**src/rtl/itrd_pkg.sv**
```systemverilog
// shared constants, types and the digit-to-ascii function for the radix text converter
`default_nettype none

package itrd_pkg;

    localparam int VALUE_WIDTH = 32;
    localparam int RADIX_W     = 6;
    localparam int DIGIT_W     = 6;
    localparam int CHAR_W      = 7;

    // divider retires this many quotient bits per cycle
    localparam int STEP_BITS  = 8;
    localparam int DIV_STEPS  = (VALUE_WIDTH + STEP_BITS - 1) / STEP_BITS;
    localparam int DIV_W      = DIV_STEPS * STEP_BITS;
    localparam int STEP_CNT_W = (DIV_STEPS > 1) ? $clog2(DIV_STEPS) : 1;

    // digit count holds 0..VALUE_WIDTH, store index 0..VALUE_WIDTH-1
    localparam int CNT_W = $clog2(VALUE_WIDTH + 1);
    localparam int IDX_W = $clog2(VALUE_WIDTH);

    localparam logic [RADIX_W-1:0] RADIX_MIN = 6'd2;
    localparam logic [RADIX_W-1:0] RADIX_MAX = 6'd36;

    localparam logic [CHAR_W-1:0]  CH_ZERO   = 7'h30;
    localparam logic [CHAR_W-1:0]  CH_A      = 7'h41;
    localparam logic [CHAR_W-1:0]  CH_MINUS  = 7'h2D;
    localparam logic [CHAR_W-1:0]  CH_NONE   = 7'h00;
    localparam logic [DIGIT_W-1:0] DIGIT_NINE = 6'd9;
    localparam logic [DIGIT_W-1:0] DIGIT_TEN  = 6'd10;

    typedef enum logic [2:0] {
        S_IDLE = 3'b001,
        S_DIV  = 3'b010,
        S_EMIT = 3'b100
    } t_state;

    typedef struct packed {
        logic                   start;
        logic [VALUE_WIDTH-1:0] dividend;
        logic [RADIX_W-1:0]     radix;
    } t_div_req;

    typedef struct packed {
        logic                   done;
        logic [VALUE_WIDTH-1:0] quotient;
        logic [DIGIT_W-1:0]     remainder;
    } t_div_rsp;

    function automatic logic [CHAR_W-1:0] digit_to_ascii(input logic [DIGIT_W-1:0] d);
        logic [DIGIT_W-1:0] letter;
        letter = d - DIGIT_TEN;
        if (d <= DIGIT_NINE) begin
            return CH_ZERO + {1'b0, d};
        end
        return CH_A + {1'b0, letter};
    endfunction

endpackage

`default_nettype wire

```
**src/rtl/itrd_divider.sv**
```systemverilog
// iterative divider by a small radix: eight quotient bits per cycle, remainder and quotient out
`default_nettype none

module itrd_divider
    import itrd_pkg::*;
(
    input  wire logic     i_clk,
    input  wire logic     i_rst_n,
    input  wire t_div_req i_req,
    output t_div_rsp      o_rsp
);

    logic                  r_busy;
    logic                  r_done;
    logic [STEP_CNT_W-1:0] r_step;
    logic [DIV_W-1:0]      r_work;
    logic [DIGIT_W-1:0]    r_rem;
    logic [RADIX_W-1:0]    r_radix;

    logic [DIV_W-1:0]      n_work;
    logic [DIGIT_W-1:0]    n_rem;

    // restoring steps; the partial remainder stays below the radix
    always_comb begin
        logic [DIGIT_W:0] trial;
        logic [DIGIT_W:0] diff;
        n_work = r_work;
        n_rem  = r_rem;
        for (int k = 0; k < STEP_BITS; k++) begin
            trial  = {n_rem, n_work[DIV_W-1]};
            diff   = trial - {1'b0, r_radix};
            n_work = {n_work[DIV_W-2:0], 1'b0};
            if (trial >= {1'b0, r_radix}) begin
                n_rem     = diff[DIGIT_W-1:0];
                n_work[0] = 1'b1;
            end else begin
                n_rem = trial[DIGIT_W-1:0];
            end
        end
    end

    always_ff @(posedge i_clk) begin
        if (!i_rst_n) begin
            r_busy <= 1'b0;
            r_done <= 1'b0;
            r_step <= '0;
        end else begin
            r_done <= 1'b0;
            if (i_req.start) begin
                r_busy <= 1'b1;
                r_step <= '0;
            end else if (r_busy) begin
                r_step <= r_step + 1'b1;
                if (r_step == STEP_CNT_W'(DIV_STEPS - 1)) begin
                    r_busy <= 1'b0;
                    r_done <= 1'b1;
                end
            end
        end
    end

    always_ff @(posedge i_clk) begin
        if (i_req.start) begin
            r_work  <= DIV_W'(i_req.dividend);
            r_rem   <= '0;
            r_radix <= i_req.radix;
        end else if (r_busy) begin
            r_work <= n_work;
            r_rem  <= n_rem;
        end
    end

    assign o_rsp.done      = r_done;
    assign o_rsp.quotient  = r_work[VALUE_WIDTH-1:0];
    assign o_rsp.remainder = r_rem;

endmodule

`default_nettype wire

```
**src/rtl/integer_to_radix_digits_unit.sv**
```systemverilog
// signed integer to radix 2..36 ascii text: sequencer, digit store and output register
//
// Input channel: i_valid / o_stall carry i_value (signed) and i_radix. An item is
// taken when i_valid is high and o_stall is low; o_stall stays high from the
// accepting edge until the last character of that item has been loaded into the
// output register.
// Output channel: o_valid / i_stall carry o_character, o_last and o_bad_radix,
// one character per beat, most significant digit first, a leading '-' for
// negative values, o_last on the final character.
// Each digit is one pass through the shared divider.
// A radix outside 2..36 gives a single beat with o_bad_radix and o_last set and
// character zero, loaded into the output register from the emit state.
// The output register lets the next character load in the cycle the current one
// is taken; while i_stall is high the emitter holds and the payload is stable.
// Reset (synchronous, active low) returns the sequencer to idle and drops o_valid.
`default_nettype none

module integer_to_radix_digits_unit
    import itrd_pkg::*;
(
    input  wire logic                          i_clk,
    input  wire logic                          i_rst_n,
    input  wire logic                          i_valid,
    output logic                               o_stall,
    input  wire logic signed [VALUE_WIDTH-1:0] i_value,
    input  wire logic        [RADIX_W-1:0]     i_radix,
    output logic                               o_valid,
    input  wire logic                          i_stall,
    output logic             [CHAR_W-1:0]      o_character,
    output logic                               o_last,
    output logic                               o_bad_radix
);

    t_state             r_state, n_state;
    logic [CNT_W-1:0]   r_count, n_count;
    logic               r_neg, n_neg;
    logic               r_bad, n_bad;
    logic               r_out_valid, n_out_valid;
    logic [RADIX_W-1:0] r_radix, n_radix;

    logic [CHAR_W-1:0]  r_char;
    logic               r_last;
    logic               r_bad_out;

    logic [DIGIT_W-1:0] digit_mem [VALUE_WIDTH];

    t_div_req           div_req;
    t_div_rsp           div_rsp;

    logic                   in_accept;
    logic                   radix_ok;
    logic                   out_free;
    logic                   emit_en;
    logic                   digit_wr;
    logic [VALUE_WIDTH-1:0] magnitude;
    logic [CNT_W-1:0]       count_m1;

    assign o_stall   = (r_state != S_IDLE);
    assign in_accept = i_valid && !o_stall;
    assign radix_ok  = i_radix inside {[RADIX_MIN:RADIX_MAX]};
    assign out_free  = !r_out_valid || !i_stall;
    assign emit_en   = (r_state == S_EMIT) && out_free;
    assign digit_wr  = (r_state == S_DIV) && div_rsp.done;
    assign count_m1  = r_count - 1'b1;

    // two's complement magnitude, exact for the most negative value
    assign magnitude = i_value[VALUE_WIDTH-1] ? (~$unsigned(i_value) + 1'b1)
                                              : $unsigned(i_value);

    always_comb begin
        div_req.start    = (in_accept && radix_ok) ||
                           (digit_wr && (div_rsp.quotient != '0));
        div_req.dividend = (r_state == S_IDLE) ? magnitude : div_rsp.quotient;
        div_req.radix    = (r_state == S_IDLE) ? i_radix : r_radix;
    end

    itrd_divider u_divider (
        .i_clk   (i_clk),
        .i_rst_n (i_rst_n),
        .i_req   (div_req),
        .o_rsp   (div_rsp)
    );

    always_comb begin
        n_state     = r_state;
        n_count     = r_count;
        n_neg       = r_neg;
        n_bad       = r_bad;
        n_radix     = r_radix;
        n_out_valid = r_out_valid;
        if (emit_en) begin
            n_out_valid = 1'b1;
        end else if (!i_stall) begin
            n_out_valid = 1'b0;
        end
        case (r_state)
            S_IDLE: begin
                if (in_accept) begin
                    if (!radix_ok) begin
                        n_bad   = 1'b1;
                        n_state = S_EMIT;
                    end else begin
                        n_bad   = 1'b0;
                        n_neg   = i_value[VALUE_WIDTH-1];
                        n_count = '0;
                        n_radix = i_radix;
                        n_state = S_DIV;
                    end
                end
            end
            S_DIV: begin
                if (div_rsp.done) begin
                    n_count = r_count + 1'b1;
                    if (div_rsp.quotient == '0) begin
                        n_state = S_EMIT;
                    end
                end
            end
            S_EMIT: begin
                if (out_free) begin
                    if (r_bad) begin
                        n_state = S_IDLE;
                    end else if (r_neg) begin
                        n_neg = 1'b0;
                    end else begin
                        n_count = count_m1;
                        if (r_count == CNT_W'(1)) begin
                            n_state = S_IDLE;
                        end
                    end
                end
            end
            default: begin
                n_state = S_IDLE;
            end
        endcase
    end

    always_ff @(posedge i_clk) begin
        if (!i_rst_n) begin
            r_state     <= S_IDLE;
            r_count     <= '0;
            r_neg       <= 1'b0;
            r_bad       <= 1'b0;
            r_out_valid <= 1'b0;
        end else begin
            r_state     <= n_state;
            r_count     <= n_count;
            r_neg       <= n_neg;
            r_bad       <= n_bad;
            r_out_valid <= n_out_valid;
        end
    end

    // digit store (least significant first) and output payload
    always_ff @(posedge i_clk) begin
        r_radix <= n_radix;
        if (digit_wr) begin
            digit_mem[r_count[IDX_W-1:0]] <= div_rsp.remainder;
        end
        if (emit_en) begin
            if (r_bad) begin
                r_char    <= CH_NONE;
                r_last    <= 1'b1;
                r_bad_out <= 1'b1;
            end else if (r_neg) begin
                r_char    <= CH_MINUS;
                r_last    <= 1'b0;
                r_bad_out <= 1'b0;
            end else begin
                r_char    <= digit_to_ascii(digit_mem[count_m1[IDX_W-1:0]]);
                r_last    <= (r_count == CNT_W'(1));
                r_bad_out <= 1'b0;
            end
        end
    end

    assign o_valid     = r_out_valid;
    assign o_character = r_char;
    assign o_last      = r_last;
    assign o_bad_radix = r_bad_out;

    // a bad-radix beat is always a lone, empty final character
    a_bad_beat: assert property (@(posedge i_clk) disable iff (!i_rst_n)
        (o_valid && o_bad_radix) |-> (o_last && (o_character == CH_NONE)))
        else $error("bad radix beat without last or with a character");

    // divider results only arrive while the sequencer is dividing
    a_done_in_div: assert property (@(posedge i_clk) disable iff (!i_rst_n)
        div_rsp.done |-> (r_state == S_DIV))
        else $error("divider finished outside the divide phase");

    // the digit count never exceeds the store depth
    a_count_range: assert property (@(posedge i_clk) disable iff (!i_rst_n)
        r_count <= CNT_W'(VALUE_WIDTH))
        else $error("digit count beyond store depth");

    // leaving emit means the final character has just been loaded
    a_last_on_exit: assert property (@(posedge i_clk) disable iff (!i_rst_n)
        ((r_state == S_EMIT) && (n_state == S_IDLE)) |=> (o_valid && o_last))
        else $error("conversion ended without a last character");

endmodule

`default_nettype wire
```
**config.mk**
```make
export PLATFORM = sky130hd
export DESIGN_NAME = integer_to_radix_digits_unit
export DESIGN_NICKNAME = d
export VERILOG_FILES = /design/src/rtl/itrd_pkg.sv /design/src/rtl/itrd_divider.sv /design/src/rtl/integer_to_radix_digits_unit.sv
export SDC_FILE = /design/constraint.sdc
export NUM_CORES = 1
export LEC_CHECK = 0
export BUFFER_PORTS_ARGS = -buffer_cell sky130_fd_sc_hd__buf_2
export CAP_MARGIN = 15
export CORE_UTILIZATION = 56
export DETAILED_ROUTE_END_ITERATION = 6
export HOLD_SLACK_MARGIN = 0.02
export PLACE_DENSITY = 0.82
export SYNTH_ARGS = -nofsm -noshare
export SYNTH_HDL_FRONTEND = slang
export SYNTH_SLANG_ARGS = --single-unit
```
**constraint.sdc**
```tcl
create_clock -name i_clk -period 14.8 [get_ports i_clk]
set_clock_uncertainty 0.1 [all_clocks]
set_input_delay 2.96 -clock i_clk [delete_from_list [all_inputs] [get_ports i_clk]]
set_output_delay 2.96 -clock i_clk [all_outputs]
set_load 0.005 [all_outputs]
```
# Yosys cells after proc, flatten, opt, wreduce, memory -nomap -nowiden
# Memories as Yosys holds them, arrays and structs flattened.
# Index checks and enable logic that the tools add are counted.
[classes]
add_sub_neg = 15
magnitude_cmp = 11
n_eq_ne = 17
mux = 60
bitwise = 3
reduce_logical = 25
[ops]
columns = ["cell", "count"]
rows = [
  ["32-bit two-way mux", 4],
  ["6-bit two-way mux", 16],
  ["7-bit by 6-bit >= comparator with 1-bit output", 8],
  ["6-bit subtractor", 8],
  ["32-bit by 1-bit adder with 32-bit output (second input constant)", 1],
  ["32-bit zero test", 1],
  ["32-bit inverter", 1],
  ["32-bit nonzero test", 1],
  ["1-bit two-way mux", 27],
  ["3-bit two-way mux", 8],
  ["6-bit one-hot mux with 3 select lines", 1],
  ["7-bit two-way mux", 2],
  ["2-bit inequality test (second input constant)", 5],
  ["3-bit one-hot mux with 3 select lines", 1],
  ["2-bit by 1-bit inequality test with 1-bit output (second input constant)", 4],
  ["6-bit by 6-bit adder with 7-bit output (first input constant)", 1],
  ["7-bit by 6-bit adder with 7-bit output (first input constant)", 1],
  ["7-bit AND reduction", 1],
  ["6-bit by 1-bit adder with 6-bit output (second input constant)", 1],
  ["6-bit by 1-bit equality test with 1-bit output (second input constant)", 1],
  ["6-bit by 2-bit >= comparator with 1-bit output (second input constant)", 1],
  ["6-bit by 4-bit <= comparator with 1-bit output (second input constant)", 1],
  ["6-bit <= comparator (second input constant)", 1],
  ["1-bit logical AND", 6],
  ["22 further kinds", 29],
]
[totals]
ff_bits = 75
mem_bits_rw = 192
input_bits = 42
output_inout_bits = 11
wordCells = 148
memories = 1
[memory_table]
columns = ["name", "depth", "word_bits", "read_ports", "rd_ports_with_merged_regs", "write_ports", "line", "text"]
rows = [
  ["digit_mem", 32, 6, 1, 0, 1, "integer_to_radix_digits_unit.sv:45", "logic [DIGIT_W-1:0] digit_mem [VALUE_WIDTH];"],
]

# Depth between registers and ports, before layout
[logic_depth]
word_depth = 18
depth_mapped = 80
mapped_depth_nobuf = 77

# Cells and area by module
# A second synthesis with hierarchy kept.
[hier_totals]
hier_cells = 1173
area_unflattened_um2 = 14870.5
[by_module_without_submodules]
columns = ["mod", "instances", "cells_per_inst", "area_per_inst_um2"]
rows = [
  ["integer_to_radix_digits_unit", 1, 709, 10284.9],
  ["itrd_divider", 1, 464, 4585.6],
]

# Worst setup path after synthesis
# No wires, ideal clock.
[synth_timing]
kind = "flip-flop to flip-flop"
startpoint = "register u_divider.r_rem[2]"
endpoint = "register u_divider.r_rem[1]"
t_arrival_ns = 15.953
required_time_ns = 14.613
path_slack_ns = -1.340
stages_incl_launch_ff = 77
path_buffers = 3
cell_sequence = "dfxtp_1 ha_1 a21o_1 a21oi_1 o211a_1 or2_1 clkbuf_1 mux2_2 ha_1 o21a_1 o21a_1 o22a_1 a31o_1 buf_2 o21a_1 ha_1 nor2b_1 o31a_1 [... 41 more ...] nand2b_1 a31o_2 a21o_1 a21o_1 a221o_1 a221oi_4 mux2i_1 ha_1 a21o_1 a21o_1 a21o_1 a21o_1 a211o_1 a221o_1 a21o_1 mux2_4 mux2i_1 a211oi_1"
[synth_between]
elab_chain_cells = 16
[synth_rtl]
columns = ["item", "line", "text"]
rows = [
  ["from (decl)", "itrd_divider.sv:17", "logic [DIGIT_W-1:0] r_rem;"],
  ["from (signal assigned)", "itrd_divider.sv:69", "r_rem <= n_rem;"],
  ["6-bit subtractor / 7-bit by 6-bit >= comparator with 1-bit output (equally long branches)", "itrd_divider.sv:31, itrd_divider.sv:33", ""],
  ["6-bit two-way mux *", "itrd_divider.sv:33", "if (trial >= {1'b0, r_radix}) begin"],
  ["6-bit subtractor / 7-bit by 6-bit >= comparator with 1-bit output (equally long branches)", "itrd_divider.sv:31, itrd_divider.sv:33", ""],
  ["6-bit two-way mux *", "itrd_divider.sv:33", ""],
  ["6-bit subtractor / 7-bit by 6-bit >= comparator with 1-bit output (equally long branches)", "itrd_divider.sv:31, itrd_divider.sv:33", ""],
  ["6-bit two-way mux *", "itrd_divider.sv:33", ""],
  ["7-bit by 6-bit >= comparator with 1-bit output / 6-bit subtractor (equally long branches)", "itrd_divider.sv:33, itrd_divider.sv:31", ""],
  ["6-bit two-way mux *", "itrd_divider.sv:33", ""],
  ["6-bit subtractor / 7-bit by 6-bit >= comparator with 1-bit output (equally long branches)", "itrd_divider.sv:31, itrd_divider.sv:33", ""],
  ["6-bit two-way mux *", "itrd_divider.sv:33", ""],
  ["6-bit subtractor / 7-bit by 6-bit >= comparator with 1-bit output (equally long branches)", "itrd_divider.sv:31, itrd_divider.sv:33", ""],
  ["6-bit two-way mux *", "itrd_divider.sv:33", ""],
  ["7-bit by 6-bit >= comparator with 1-bit output / 6-bit subtractor (equally long branches)", "itrd_divider.sv:33, itrd_divider.sv:31", ""],
  ["6-bit two-way mux *", "itrd_divider.sv:33", ""],
  ["6-bit subtractor / 7-bit by 6-bit >= comparator with 1-bit output (equally long branches)", "itrd_divider.sv:31, itrd_divider.sv:33", ""],
  ["6-bit two-way mux *", "itrd_divider.sv:33", ""],
]
# Every way passes the cells marked *; elsewhere a longest branch is shown, timed or not.
# A chain may end at the register's enable or synchronous reset.

# Worst setup path after layout
[layout_timing]
startpoint = "register u_divider.r_radix[2]"
endpoint = "register u_divider.r_rem[4]"
[layout_between]
elab_chain_cells = 16
[layout_rtl]
columns = ["item", "line", "text"]
rows = [
  ["from (decl)", "itrd_divider.sv:18", "logic [RADIX_W-1:0] r_radix;"],
  ["from (signal assigned)", "itrd_divider.sv:66", "r_radix <= i_req.radix;"],
  ["6-bit subtractor / 7-bit by 6-bit >= comparator with 1-bit output (equally long branches)", "itrd_divider.sv:31, itrd_divider.sv:33", ""],
  ["6-bit two-way mux", "itrd_divider.sv:33", ""],
  ["6-bit subtractor / 7-bit by 6-bit >= comparator with 1-bit output (equally long branches)", "itrd_divider.sv:31, itrd_divider.sv:33", ""],
  ["6-bit two-way mux", "itrd_divider.sv:33", ""],
  ["6-bit subtractor / 7-bit by 6-bit >= comparator with 1-bit output (equally long branches)", "itrd_divider.sv:31, itrd_divider.sv:33", ""],
  ["6-bit two-way mux", "itrd_divider.sv:33", ""],
  ["6-bit subtractor / 7-bit by 6-bit >= comparator with 1-bit output (equally long branches)", "itrd_divider.sv:31, itrd_divider.sv:33", ""],
  ["6-bit two-way mux", "itrd_divider.sv:33", ""],
  ["7-bit by 6-bit >= comparator with 1-bit output / 6-bit subtractor (equally long branches)", "itrd_divider.sv:33, itrd_divider.sv:31", ""],
  ["6-bit two-way mux", "itrd_divider.sv:33", ""],
  ["6-bit subtractor / 7-bit by 6-bit >= comparator with 1-bit output (equally long branches)", "itrd_divider.sv:31, itrd_divider.sv:33", ""],
  ["6-bit two-way mux", "itrd_divider.sv:33", ""],
  ["6-bit subtractor / 7-bit by 6-bit >= comparator with 1-bit output (equally long branches)", "itrd_divider.sv:31, itrd_divider.sv:33", ""],
  ["6-bit two-way mux", "itrd_divider.sv:33", ""],
  ["6-bit subtractor / 7-bit by 6-bit >= comparator with 1-bit output (equally long branches)", "itrd_divider.sv:31, itrd_divider.sv:33", ""],
  ["6-bit two-way mux *", "itrd_divider.sv:33", ""],
]
# Marks and branches as above.

==> impl_metrics.env <==
export IMPL_synth_fp_nets=1169
export IMPL_wire_per_inst_um=22.9
export IMPL_synthArstFlopShare=0
export IMPL_grt_ovfl_total=0
export IMPL_syn2layout_area_growth_pct=18.4
export IMPL_fp_dieW_um=160
export IMPL_grt_max_degree=50
export IMPL_hold_violations=0
export IMPL_ioPinCount=53
export IMPL_worstPathMaxFanout=7
export IMPL_drive_gt1_frac=0.292
export IMPL_drc=0
export IMPL_cpMaxStageDelayCell="a2111oi_4"
export IMPL_max_cap_violations=0
export IMPL_dieArea_um2=25700
export IMPL_final_period_utilization=1.00
export IMPL_hpwl_mm=22.2
export IMPL_final_max_slew_viol_count=0
export IMPL_cts_hold_buf=0
export IMPL_dr_first_iter_drc_count=1039
export IMPL_ant_nets=0
export IMPL_setup_viol=4
export IMPL_synth_seq_cells=267
export IMPL_cp_top_family="compound AO/OA/AOI/OAI gates"
export IMPL_grt_first_pass_wirelength_mm=52.1
export IMPL_slew_headroom=0.0986
export IMPL_ys_warnings_count=0
export IMPL_fp_row_count=57
export IMPL_cpPeakStageDelay_ps=370
export IMPL_fmax_ghz=0.0674
export IMPL_rsz0062_at_grt="true"
export IMPL_worstPathArrival_ps=15190
export IMPL_synthCells=1060
export IMPL_grt_pass1_vias=9345
export IMPL_gp_congestion=0.895
export IMPL_syn_area_per_cell_um2=13.2
export IMPL_n_antenna_cell=0
export IMPL_vias_per_cell=6.24
export IMPL_cts_tree="yes"
export IMPL_fp_dieH_um=160
export IMPL_cp_num_buf_inv=9
export IMPL_initial_utilization=0.574
export IMPL_start_kind="flop"
export IMPL_syn_cell_area_um2=14000
export IMPL_cts_buffers=26
export IMPL_ctsLongestPathBuffers=3
export IMPL_crit_required_ps=15150
export IMPL_regArea_um2=7810
export IMPL_synth_edff_count=245
export IMPL_cts_root_buf="clkbuf_16"
export IMPL_cp_common_cell="a21o_1"
export IMPL_worstSkewPairLatency_ps=540
export IMPL_htree_levels=1
export IMPL_hold_path_class="reg2reg"
export IMPL_layout_setup_ws_ps=-40.6
export IMPL_synth_seq_area_share=0.555
export IMPL_ys_types=64
export IMPL_antenna_found_initial=0
export IMPL_crit_path_end_kind="flop"
export IMPL_violations="setup timing"
export IMPL_yosys_area_top_type="edfxtp_1"
export IMPL_worstMarginPinSlew_ps=1350
export IMPL_drt_wl_total_mm=34.9
export IMPL_core_um2=24500
export IMPL_final_common_cell="edfxtp_1"
export IMPL_vias=9500
export IMPL_synth_ff_type="edfxtp_1"
export IMPL_grt_total_usage=0.264
export IMPL_nets=1289
export IMPL_yosys_area_top_type_share=0.524
export IMPL_clkTransAtPathRegs_ps=60
export IMPL_worstSetupPathType="reg2reg"
export IMPL_status="complete, but fails checks"
export IMPL_num_fill_cells=1557
export IMPL_yosys_top_cells_area="edfxtp_1, mux4_2, ha_1"
export IMPL_port_buffers=52
export IMPL_clkSinkCount=267
export IMPL_utilization=0.679
export IMPL_most_common_layout_cells="edfxtp_1, nand2_1, buf_4, nor2_1, mux4_2"
export IMPL_firstDrtPassIters=5
export IMPL_period_minus_slack_ps=14840
export IMPL_multi_input_area_um2=6460
==> Yosys cell counts, types with 4 or more instances <==
cell      count
inv_1        48
nand4_1       6
nand2_1      93
and2_1        5
or4_1         8
ha_1         59
o21ai_0      62
a21oi_1      35
a22oi_1       5
o211a_1       4
nor2_1       76
nand2b_1      7
mux2i_1      22
a21o_1       21
nand3_1      13
or2_2         5
nand3b_1      5
mux4_2       60
a21boi_0      4
nor2b_1      13
nor3_1       13
o31ai_1       7
clkbuf_1     33
or3_1        11
mux2_2       20
edfxtp_1    245
xnor2_1      33
nor4_1        8
o211ai_1      5
dfxtp_1      22
xor2_1       36
o21a_1       11
a211oi_1      6
o41ai_1       4
fa_1          8
==> through the flow <==
stage | TNS (ps) | instance area [um2] | worst slack, ps | hold slack, ps | instances
finish | -75.3 | 16600 | -40.6 | 423 | 1523
global route | -3910 | 16600 | -622 | 466 | 1523
CTS | 0 | 16100 | 30.6 | 437 | 1495
detailed placement | -3480 | 15000 | -541 | 401 | 1429
global placement | -295 | 15000 | -65.3 | 383 | 1429
floorplan | -1160 | 14200 | -217 | 306 | 1060
==> final timing paths <==
kind                   startpoint             endpoint  slack (ps)  depth (start not counted)
max          u_divider.r_radix[2]   u_divider.r_rem[4]         -40                         77
min           u_divider.r_step[1]  u_divider.r_step[1]         420                          2
max reg2reg  u_divider.r_radix[2]   u_divider.r_rem[4]         -40                         77
min reg2reg   u_divider.r_step[1]  u_divider.r_step[1]         420                          2
==> layout make-up <==
cell class | instances | area share
tap | 324 | 0.0244
inverter | 48 | 0.0111
clock inverter | 13 | 0.0108
clock buffer | 34 | 0.0440
multi-input combinational | 707 | 0.388
timing repair buffer | 130 | 0.0513
sequential | 267 | 0.470
==> flip-flops by register name, summed over array words and instances (netlist names), 2 cells and up <==
name / cells
r_count: 6
u_divider.r_rem: 6
r_state: 3
u_divider.r_step: 2
u_divider.r_radix: 6
r_radix: 6
digit_mem: 192
o_character: 7
u_divider.r_work: 32
==> cells by family (layout without fill, tap and decap cells) <==
kind of cell,Yosys count,count (layout),synth area share
AND/OR/NAND/NOR,275,275,0.0925
adder cells (fa/ha/maj),67,67,0.0640
multiplexers,105,105,0.131
buffers and inverters,86,225,0.0233
XOR/XNOR,69,69,0.0430
AO/OA/AOI/OAI,191,191,0.0909
flip-flops,267,267,0.555
==> tightest hold or removal path, cell delays in order, from the launching register on <==
cell and delay [ps]:
dfxtp_1 340, mux2i_1 70, nor2_1 80
==> timing repair <==
action / 4_1_cts / 5_1_grt
buffers inserted: 19 / 28
pin swaps: 14 / 54
resized for setup: 18 / 52
endpoints found under the setup margin: 7 / 7
gates cloned: 0 / 0
hold endpoints to repair: 0 / 0
==> per-layer routing <==
metal	global-route usage	vias to the layer above	wire length [um]
li1	-	4278	-
met1	0.341	4662	13200
met2	0.465	451	18100
met3	0.0302	109	2200
met4	0.0909	0	1430
met5	0	-	0
Power is not shown: default switching activity piles up to over one toggle a cycle in this logic, so the estimate is an artifact.
